[src/hdl/ksas_pkg.sv]
// Shared types, codes and field layout for the kernel surface area sum block.
`default_nettype none

package ksas_pkg;

    localparam int GRID_SIDE_DEF  = 64;
    localparam int MAX_KERNEL_DEF = 1024;

    // Input item layout, lowest bit first
    localparam int IN_DATA_W   = 80;
    localparam int IN_USER_W   = 2;
    localparam int OUT_DATA_W  = 64;
    localparam int OUT_USER_W  = 1;
    localparam int CFG_INDEX_W = 2;
    localparam int CFG_DATA_W  = 11;
    localparam int GRID_REG_W  = 6;
    localparam int COUNT_REG_W = 11;

    localparam int F_VX_LO     = 0;
    localparam int F_VY_LO     = 6;
    localparam int F_VZ_LO     = 12;
    localparam int F_INSIDE    = 18;
    localparam int F_SLOT_LO   = 19;
    localparam int F_OX_LO     = 29;
    localparam int F_OY_LO     = 33;
    localparam int F_OZ_LO     = 37;
    localparam int F_WEIGHT_LO = 41;

    localparam int OFF_W       = 4;
    localparam int WEIGHT_W    = 32;
    localparam int SUM_W       = 64;
    // Kernel table word: {weight, oz, oy, ox}
    localparam int KER_ENTRY_W = WEIGHT_W + 3 * OFF_W;

    localparam logic [CFG_INDEX_W-1:0] REG_GRID_X_MAX   = 2'd0;
    localparam logic [CFG_INDEX_W-1:0] REG_GRID_Y_MAX   = 2'd1;
    localparam logic [CFG_INDEX_W-1:0] REG_GRID_Z_MAX   = 2'd2;
    localparam logic [CFG_INDEX_W-1:0] REG_KERNEL_COUNT = 2'd3;

    localparam logic [IN_USER_W-1:0] ACT_LOAD_VOXEL  = 2'd0;
    localparam logic [IN_USER_W-1:0] ACT_LOAD_KERNEL = 2'd1;
    localparam logic [IN_USER_W-1:0] ACT_COMPUTE     = 2'd2;

    typedef enum logic [2:0] {
        ST_IDLE,
        ST_VOX,
        ST_CHK,
        ST_NBR,
        ST_ADD,
        ST_DONE
    } state_t;

    typedef struct packed {
        logic clear;
        logic add;
    } acc_ctl_t;

endpackage

`default_nettype wire

[src/hdl/ksas_accum.sv]
// Saturating 64-bit accumulator with sticky overflow flag.
`default_nettype none

module ksas_accum
    import ksas_pkg::*;
(
    input  wire logic                       clk,
    input  wire logic                       rst_n,
    input  wire acc_ctl_t                   ctl,
    input  wire logic signed [WEIGHT_W-1:0] weight,
    output logic signed [SUM_W-1:0]         sum,
    output logic                            ovf
);

    logic signed [SUM_W-1:0] acc_reg;
    logic signed [SUM_W-1:0] acc_next;
    logic                    ovf_reg;
    logic                    ovf_next;
    logic signed [SUM_W-1:0] wext;
    logic signed [SUM_W-1:0] raw;
    logic                    ovf_now;

    always_comb
    begin
        wext    = {{(SUM_W-WEIGHT_W){weight[WEIGHT_W-1]}}, weight};
        raw     = acc_reg + wext;
        ovf_now = (acc_reg[SUM_W-1] == wext[SUM_W-1]) && (raw[SUM_W-1] != acc_reg[SUM_W-1]);
        acc_next = acc_reg;
        ovf_next = ovf_reg;
        if (ctl.clear)
        begin
            acc_next = '0;
            ovf_next = 1'b0;
        end
        else if (ctl.add)
        begin
            if (ovf_now)
            begin
                // clamp toward the sign of the weight
                acc_next = wext[SUM_W-1] ? {1'b1, {(SUM_W-1){1'b0}}}
                                         : {1'b0, {(SUM_W-1){1'b1}}};
                ovf_next = 1'b1;
            end
            else
            begin
                acc_next = raw;
            end
        end
    end

    always_ff @(posedge clk or negedge rst_n)
    begin
        if (!rst_n)
        begin
            acc_reg <= '0;
            ovf_reg <= 1'b0;
        end
        else
        begin
            acc_reg <= acc_next;
            ovf_reg <= ovf_next;
        end
    end

    assign sum = acc_reg;
    assign ovf = ovf_reg;

endmodule

`default_nettype wire

[config.mk]
export PLATFORM = sky130hd
export DESIGN_NAME = ksas_accum
export DESIGN_NICKNAME = d
export VERILOG_FILES = /design/src/hdl/ksas_pkg.sv /design/src/hdl/ksas_accum.sv
export SDC_FILE = /design/constraint.sdc
export NUM_CORES = 1
export LEC_CHECK = 0
export ABC_CLOCK_PERIOD_IN_PS = 10440
export BUFFER_PORTS_ARGS = -buffer_cell sky130_fd_sc_hd__clkbuf_2
export CELL_PAD_IN_SITES_DETAIL_PLACEMENT = 1
export CELL_PAD_IN_SITES_GLOBAL_PLACEMENT = 1
export CORE_MARGIN = 2
export CORE_UTILIZATION = 47
export CTS_BUF_LIST = sky130_fd_sc_hd__clkbuf_4 sky130_fd_sc_hd__clkbuf_8
export DETAILED_ROUTE_END_ITERATION = 7
export GPL_TIMING_DRIVEN = 0
export PLACE_DENSITY = 0.95
export SLEW_MARGIN = 20
export SYNTH_ARGS = -nofsm -noshare
export SYNTH_HDL_FRONTEND = slang
export SYNTH_SLANG_ARGS = --single-unit
[constraint.sdc]
create_clock -name clk -period 10.44 [get_ports clk]
set_input_delay 2.088 -clock clk [delete_from_list [all_inputs] [get_ports clk]]
set_output_delay 2.088 -clock clk [all_outputs]
set_load 0.005 [all_outputs]
# Word level (Yosys, flattened, before mapping)
# Index checks and enable logic that the tools add are counted.
totals:
  reg_bits: 65
  elab_cells: 16
op_classes:
  addsub: 1
  eq_ne: 2
  muxes: 7
  n_reduce_logical: 4
op_table:
  columns: ["cell", "n"]
  rows:
  - ["$mux 64", 4]
  - ["$add 64x32->64", 1]
  - ["$reduce_bool 2->1", 2]
  - ["$mux 1", 3]
  - ["$reduce_and 2->1", 1]
  - ["$eq 1x1->1", 1]
  - ["$logic_and 1x1->1", 1]
  - ["$ne 1x1->1", 1]

# Logic depth before layout (Yosys ltp)
# Gate-level depths: netlist (run 1).
depth:
  depth_word: 6
  mapped_depth: 19

# Least setup slack after synthesis (run 1)
# Ideal clock, no wire load.
synth_timing:
  path_kind: "input-to-reg"
  from: "input weight[21]"
  to: "register acc_reg[26] (netlist: sum[26])"
  t_arrival_ns: 6.150
  setup_slack_ns: 4.207
  cell_stages: 19
  n_path_buf: 3
  path_cell_list: "ha_1 > buf_2 > nand4_1 > nor3_2 > nand2_1 > o2111ai_1 > nand2_1 > o41ai_4 > a41oi_1 > a21oi_1 > a31oi_1 > fa_1 > and3_1 > or3b_2 > clkbuf_1 > nor2_1 > clkbuf_1 > a21oi_1 > o21ai_0"
synth_between:
  elab_chain_len: 6
synth_lines:
  columns: ["element", "line_no", "source"]
  rows:
  - ["from (decl)", "ksas_accum.sv:10", "input wire logic signed [WEIGHT_W-1:0] weight,"]
  - ["$add 64x32->64 (*)", "ksas_accum.sv:26", "raw = acc_reg + wext;"]
  - ["$ne 1x1->1", "ksas_accum.sv:27", "ovf_now = (acc_reg[SUM_W-1] == wext[SUM_W-1]) && (raw[SUM_W-1] != acc_reg[SUM_W-1]);"]
  - ["$logic_and 1x1->1", "ksas_accum.sv:27", null]
  - ["$mux 64 (*)", "ksas_accum.sv:37", "if (ovf_now)"]
  - ["$mux 64 (*)", "ksas_accum.sv:35", "else if (ctl.add)"]
  - ["$mux 64 (*)", "ksas_accum.sv:30", "if (ctl.clear)"]
  - ["to (signal assigned)", "ksas_accum.sv:60", "acc_reg <= acc_next;"]
  - ["to (decl)", "ksas_accum.sv:15", "logic signed [SUM_W-1:0] acc_reg;"]
# Every way passes the cells marked *; elsewhere a longest branch is shown, timed or not. The select of a mux whose other input is x is not followed.
# A chain may end at the register's enable or synchronous reset.

# Final worst setup path (run 1)
layout_timing:
  from: "input weight[31]"
  to: "register acc_reg[32] (netlist: sum[32])"
layout_between:
  elab_chain_len: 6
layout_lines:
  columns: ["element", "line_no"]
  rows:
  - ["$add 64x32->64", "ksas_accum.sv:26"]
  - ["$ne 1x1->1", "ksas_accum.sv:27"]
  - ["$logic_and 1x1->1", "ksas_accum.sv:27"]
  - ["$mux 64 (*)", "ksas_accum.sv:37"]
  - ["$mux 64 (*)", "ksas_accum.sv:35"]
  - ["$mux 64 (*)", "ksas_accum.sv:30"]
# Marked as above.

==> qor.csv, run 1 <==
stage,metric,value,unit
cts,H-tree levels,3,
floorplan,CORE AREA,0.0132,sq mm
synth,post-synthesis cell count,810,
floorplan,Die W,120,um
synth,Yosys top cell by area,dfrtp_1,
cts,Worst-path clk slew,0.08,ns
synth,Synth Register Bits,65,
cts,post-CTS sizing,0,
setup_path,CP Data Required Time,10.74,ns
synth,"Distinct cells, synth",72,
floorplan,num rows,42,
cells_and_area,number of antenna diodes,0,
floorplan,Starting Density,48.1,%
synth,cell area after synthesis,0.00634,sq mm
synth,register area share after synthesis,25.6,%
floorplan,io pins,101,
cts,Post-CTS Setup Inserts,0,
sta,measured slew at the worst slew-check pin,0.923,ns
cells_and_area,area delta synth->final,15.5,%
cts,latest clock arrival within the worst-skew pair,0.39,ns
routing,final wirelength,21300,um
synth,Post-synth top flop,dfrtp_1,
placement,Final GP Congestion,0.945,
synth,syn_nets,911,
global_route,antenna violations before repair,0,
floorplan,Die H,120,um
power,Peak VDD IR,84.1,uV
cells_and_area,post-layout net count,1023,
sta,RSZ-0062 raised after global routing,false,
routing,vias per cell,6.14,
placement,placed wire-length estimate,16400,um
global_route,first-pass GRT wire length,34300,um
worst_hold_path,Hold WC Path Type,reg -> reg,
cells_and_area,Final Non-Filler Cells,1103,
synth,Yosys warning count,0,
placement,placed cell count,1087,
sta,Slew Limit Fails,0,
synth,synthesized area per cell,7.83,sq um
routing,TritonRoute pass-1 iters,4,
routing,Vias,6777,
synth,Area contributors post-synth,"dfrtp_1, ha_1, a21oi_1, nand2_1, o21ai_0",
setup_path,Crit Path Class,in -> reg,
cts,Bufs on Longest Clock Path,2,
cts,CTS root buffer,clkbuf_8,
sta,crit share post-route,73.7,%
routing,drt wl/cell,19.3,um
sta,Final setup viols,0,
cells_and_area,share of cells above drive strength 1,16.4,%
sta,final hold violations,0,
cts,CTS Hold Bufs,0,
sta,clk_skew,0.0134,ns
synth,asr flop ratio synth,100,%
global_route,vias in the first global route,6874,
cts,clk sink count,65,
job,max-cap viol count,0,
sta,Final WS setup,2.75,ns
global_route,pin count of the biggest net entering global routing,51,
routing,# DRC,0,
sta,Sum Neg Setup Slack,0,ns
setup_path,CP Launch Type,primary input,
power,pwr dens,207,mW/mm^2
routing,post-route ant nets,0,
setup_path,Crit Path Max Fanout,35,
sta,Tmin final,7.69,ns
cells_and_area,max FFs per register,64,
cts,CTS Buf Count,9,
setup_path,Crit path arrival time,7.99,ns
power,P_leak,3.67,nW
synth,area share of the largest cell type after synthesis,25.6,%
sta,Max Clk Rate,130,MHz
power,total chip power,1.52,mW
global_route,Congestion Overflow GR,0,
outcome,status,"complete, no violations",
routing,DRT iter0 DRCs,389,
cts,CTS tree,yes,
floorplan,Die Area,0.0144,sq mm
placement,"worst slack, placed",2.52,ns
placement,port bufs,100,
synth,number of flops mapped to enable cells by yosys,0,
sta,Rel. slew slack,38.5,%
global_route,Total GRT Usage,29.8,%
setup_path,endpoint class of the critical path,register,
[path summary, 6_finish.rpt]
| check | startpoint | to | slack (ns) | depth (start not counted) |
|---|---|---|---|---|
| worst max-delay path | weight[31] | sum[32] | 2.75 | 17 |
| worst min-delay path | sum[16] | sum[16] | 0.50 | 2 |
| worst max register to register | sum[24] | sum[32] | 4.53 | 19 |
| worst min register to register | sum[16] | sum[16] | 0.50 | 2 |
| max in group asynchronous | rst_n | sum[53] | 8.28 | 2 |
| min in group asynchronous | rst_n | sum[20] | 1.59 | 1 |
[placed cells by master (no fill, tap or decap), types with 3 or more instances in the layout]
cell type,instances
nand2_1,129
a21oi_1,104
clkbuf_2,100
o21ai_0,73
dfrtp_1,65
ha_1,63
nor2_1,32
clkbuf_1,31
xnor2_1,29
inv_1,27
a21o_1,26
nand4_1,20
xor2_1,20
o21bai_1,18
nand3_1,17
clkbuf_8,13
nor3_1,11
buf_2,10
and3_1,9
o21a_1,7
mux2i_1,7
o211ai_1,6
a211oi_1,6
o21ai_1,6
nand2b_1,6
and2_1,6
a31oi_1,5
or3_1,5
nor2b_1,5
nor4_1,4
o221ai_1,4
or2_2,3
nand4b_1,3
[critical path, cell delays in order]
cell and delay, ns:
clkbuf_2 0.52, ha_1 0.52, clkbuf_1 0.31, nand4_1 0.25, or3_1 0.46, o41ai_4 0.46, a41oi_1 0.22, a21oi_1 0.29
a31oi_1 0.16, fa_1 0.46, and3_1 0.25, or3b_2 0.44, clkbuf_1 0.22, nor2_1 0.44, clkbuf_1 0.64, a21oi_1 0.10
o21ai_0 0.12
[synthesized netlist by cell type, types with 6 or more instances]
cell type / instances
nand2_1: 129
a21oi_1: 104
nand2b_1: 6
o21a_1: 7
o211ai_1: 6
and2_1: 6
nand3_1: 17
xor2_1: 20
inv_1: 27
nand4_1: 20
o21bai_1: 18
o21ai_0: 73
mux2i_1: 7
nor3_1: 11
dfrtp_1: 65
xnor2_1: 29
o21ai_1: 6
clkbuf_1: 31
nor2_1: 32
a211oi_1: 6
a21o_1: 26
and3_1: 9
buf_2: 10
ha_1: 63
[report_power, final]
part / total (mW) / internal (mW) / switching (mW)
Combinational: 0.890 / 0.351 / 0.540
Sequential: 0.377 / 0.313 / 0.0635
Clock: 0.250 / 0.137 / 0.113
Total: 1.52 / 0.801 / 0.717
[kinds of logic (layout without fill, tap and decap cells)]
logic type               Yosys count  count (layout)  share of synthesized area, %
AO/OA/AOI/OAI                    297             297                          30.1
XOR/XNOR                          49              49                          6.76
adder cells (fa/ha/maj)           65              65                          13.1
buffers and inverters             70             187                          4.48
flip-flops                        65              65                          25.6
multiplexers                       8               8                          1.28
AND/OR/NAND/NOR                  256             256                          18.7
[layout make-up]
| type | count | area, sq um |
|---|---|---|
| Sequential cell | 65 | 1630 |
| Buffer | 43 | 183 |
| Clock inverter | 3 | 46.3 |
| Inverter | 27 | 101 |
| Multi-Input combinational cell | 675 | 4440 |
| Tap cell | 176 | 220 |
| Clock buffer | 13 | 179 |
| Timing Repair Buffer | 101 | 531 |
| Fill cell | 1684 | 5860 |
[layer usage]
layer  track usage, %  vias up  routed length (um)  part of all wire, %
li1                 -     3177                   -                    -
met1             37.7     3342                9350                   44
met2             51.1      213               10300                   48
met3             3.73       45                1110                  5.2
met4             13.2        0                 575                  2.7
met5                0        -                   0                    0
[metrics by stage]
stage	hold slack, ns	cell area (sq um)	utilization [%]
CTS	0.511	7320	55.5
global route	0.527	7330	55.5
global placement	0.478	7070	53.6
detailed placement	0.491	7100	53.8
floorplan	0.486	6340	-
finish	0.505	7330	55.5
No activity file was read; power rests on OpenSTA's default activity.
==> run 2, diff against run 1 <==
- ABC_CLOCK_PERIOD_IN_PS: 10440 -> 6350
- CORE_UTILIZATION: 47 -> 40
- PLACE_DENSITY: 0.95 -> 0.87
- clock period: 10.44 -> 6.35 ns (I/O delays scaled with it)
==> run 2 against run 1 <==
Compared with the run above: sequential power rose by 62%; first-iteration DRC count fell by 5.1%; global-route usage fell by 3.4 points; die area rose by 17%; core utilization fell by 8.6 points; critical path depth rose by 3; hold slack got worse by 0.0028 ns; worst setup slack got worse by 2.5 ns; flip-flop and latch count did not move; critical path type unchanged; largest cell class unchanged; highest routed layer unchanged.
==> qor.csv, run 2 (synthesis results as in run 1) <==
stage,metric,value,unit
outcome,status,"complete, no violations",
sta,clk_skew,0.0113,ns
power,P_sw,1.18,mW
setup_path,Crit Path Max Fanout,10,
cells_and_area,Filler Cells Inserted,1995,
floorplan,Die W,130,um
power,pwr dens,336,mW/mm^2
placement,Final GP Congestion,0.930,
setup_path,Crit path arrival time,6.40,ns
routing,final wirelength,21800,um
cts,CTS tree,yes,
cells_and_area,"commonest non-fill, non-tap cells in the layout","nand2_1, a21oi_1, clkbuf_2, o21ai_0, dfrtp_1",
sta,Rel. slew slack,42.3,%
routing,DRT iter0 DRCs,369,
global_route,Total GRT Usage,26.4,%
power,Sw Ratio,47.5,%
setup_path,endpoint class of the critical path,register,
global_route,antenna violations before repair,0,
cts,latest clock arrival within the worst-skew pair,0.38,ns
global_route,pin count of the biggest net entering global routing,50,
setup_path,slowest CP cell,o41ai_4,
job,max-cap viol count,0,
cells_and_area,post-layout net count,1023,
setup_path,CP Data Required Time,6.65,ns
routing,vias per cell,5.87,
floorplan,Starting Density,40.4,%
sta,final hold violations,0,
power,Peak VDD IR,204,uV
worst_hold_path,Hold WC Path Type,reg -> reg,
setup_path,reg2reg setup slack,0.80,ns
cells_and_area,FF/Latch Area,0.00163,sq mm
cells_and_area,number of antenna diodes,0,
power,P_leak,3.67,nW
setup_path,Crit Path Class,in -> reg,
cts,Worst-path clk slew,0.08,ns
global_route,Congestion Overflow GR,0,
cts,H-tree levels,3,
power,clock group share of total power,15.8,%
cts,CTS root buffer,clkbuf_8,
sta,measured slew at the worst slew-check pin,0.865,ns
floorplan,io pins,101,
sta,crit share post-route,96.0,%
cts,CTS Hold Bufs,0,
cts,Bufs on Longest Clock Path,2,
cells_and_area,"commonest non-fill, non-tap cell in the layout",nand2_1,
cts,clk sink count,65,
sta,Final setup viols,0,
sta,Max Clk Rate,164,MHz
cells_and_area,Final Non-Filler Cells,1142,
sta,Tmin final,6.10,ns
floorplan,num rows,46,
routing,drt wl/cell,19.1,um
cells_and_area,post-route cell area,0.00737,sq mm
power,combinational share of power,59.5,%
global_route,first-pass GRT wire length,35200,um
placement,port bufs,100,
power,internal power,1.30,mW
floorplan,Die H,130,um
routing,post-route ant nets,0,
cells_and_area,max FFs per register,64,
floorplan,CORE AREA,0.0157,sq mm
setup_path,CP peak stage delay,0.54,ns
floorplan,Die Area,0.0169,sq mm
global_route,vias in the first global route,6905,
routing,Vias,6702,
cells_and_area,area of the multi-input gates,0.00445,sq mm
placement,placed wire-length estimate,16800,um
routing,TritonRoute pass-1 iters,4,
cells_and_area,share of cells above drive strength 1,16.7,%
cts,CTS Buf Count,9,
placement,placed inst area,0.00715,sq mm
sta,RSZ-0062 raised after global routing,true,
routing,# DRC,0,
setup_path,CP Launch Type,primary input,
setup_path,crit path cell chain,clkbuf_2 > ha_1 > buf_2 > nand4_1 > nor3_2 > nand2_1 > o2111ai_1 > nand2_1 > o41ai_4 > a41oi_1 > a21oi_1 > a31oi_1 > fa_1 > and3_1 > or3b_2 > clkbuf_1 > nor2_4 > clkbuf_4 > a21oi_1 > o21ai_1,
placement,placed cell count,1127,
sta,Slew Limit Fails,0,
cells_and_area,Final Core Density,46.9,%
power,sequential power share,24.7,%
cells_and_area,area delta synth->final,16.2,%
## run 2: changes by cell type in the layout (fill, tap and decap cells not counted), sizes merged
| cell | before | now |
|---|---|---|
| buf | 12 | 13 |
| clkinvlp | 1 | 0 |
| clkbuf | 145 | 143 |
| clkinv | 1 | 2 |
## run 2: through the flow
step           worst slack, ns  power (mW)  setup TNS [ns]  hold slack, ns
4_1_cts                 0.0114        2.47               0           0.513
2_1_floorplan            0.935        1.61               0           0.486
6_report                 0.252        2.47               0           0.502
3_5_place_dp            -0.915        2.06          -20.41           0.494
3_3_place_gp            -0.736        2.00          -28.62           0.477
5_1_grt                -0.0206        2.66         -0.0206           0.543
## run 2: layer usage
| layer | part of all wire (%) | vias to the layer above | GRT usage, % | wire (um) |
|---|---|---|---|---|
| li1 | - | 3175 | - | - |
| met1 | 45 | 3314 | 33.8 | 9760 |
| met2 | 48 | 168 | 45.4 | 10600 |
| met3 | 4.3 | 45 | 4.18 | 944 |
| met4 | 2.6 | 0 | 9.04 | 565 |
| met5 | 0 | - | 0 | 0 |
## run 2: cell type report
class,count,area share (%)
repair buffers,101,7.23
plain buffers,43,2.56
clock buffers,12,2.16
multi-input cells,675,60.4
flip-flops and latches,65,22.1
well taps,216,3.67
clock inverters,3,0.543
inverters,27,1.37
## run 2: final timing paths
path | from | to | cells after the start
max | weight[21] | sum[59] | 20
min | sum[17] | sum[17] | 2
max reg2reg | sum[21] | sum[59] | 19
min reg2reg | sum[17] | sum[17] | 2
max in group asynchronous | rst_n | ovf | 2
min in group asynchronous | rst_n | sum[20] | 1
## run 2: worst max-delay path: cells and delay by family
kind / cells / cell delay (ns)
AND/OR/NAND/NOR: 7 / 1.85
AO/OA/AOI/OAI: 7 / 1.73
buffers and inverters: 4 / 0.83
adder cells (fa/ha/maj): 2 / 0.72
## run 2: repair_timing
| item | CTS | global route |
|---|---|---|
| buffers inserted | 0 | 0 |
| gates resized for setup | 2 | 10 |
| pin swaps | 0 | 0 |
| endpoints found under the setup margin | 10 | 12 |
| hold endpoints to repair | 0 | 0 |
## run 2: power groups by stage
stage | registers, mW | logic, mW | clock network [mW]
after floorplan | 0.606 | 1.00 | 0
after global placement | 0.615 | 1.39 | 0
after detailed placement | 0.620 | 1.44 | 0
after CTS | 0.612 | 1.46 | 0.399
final | 0.611 | 1.47 | 0.391
after global routing | 0.627 | 1.63 | 0.413
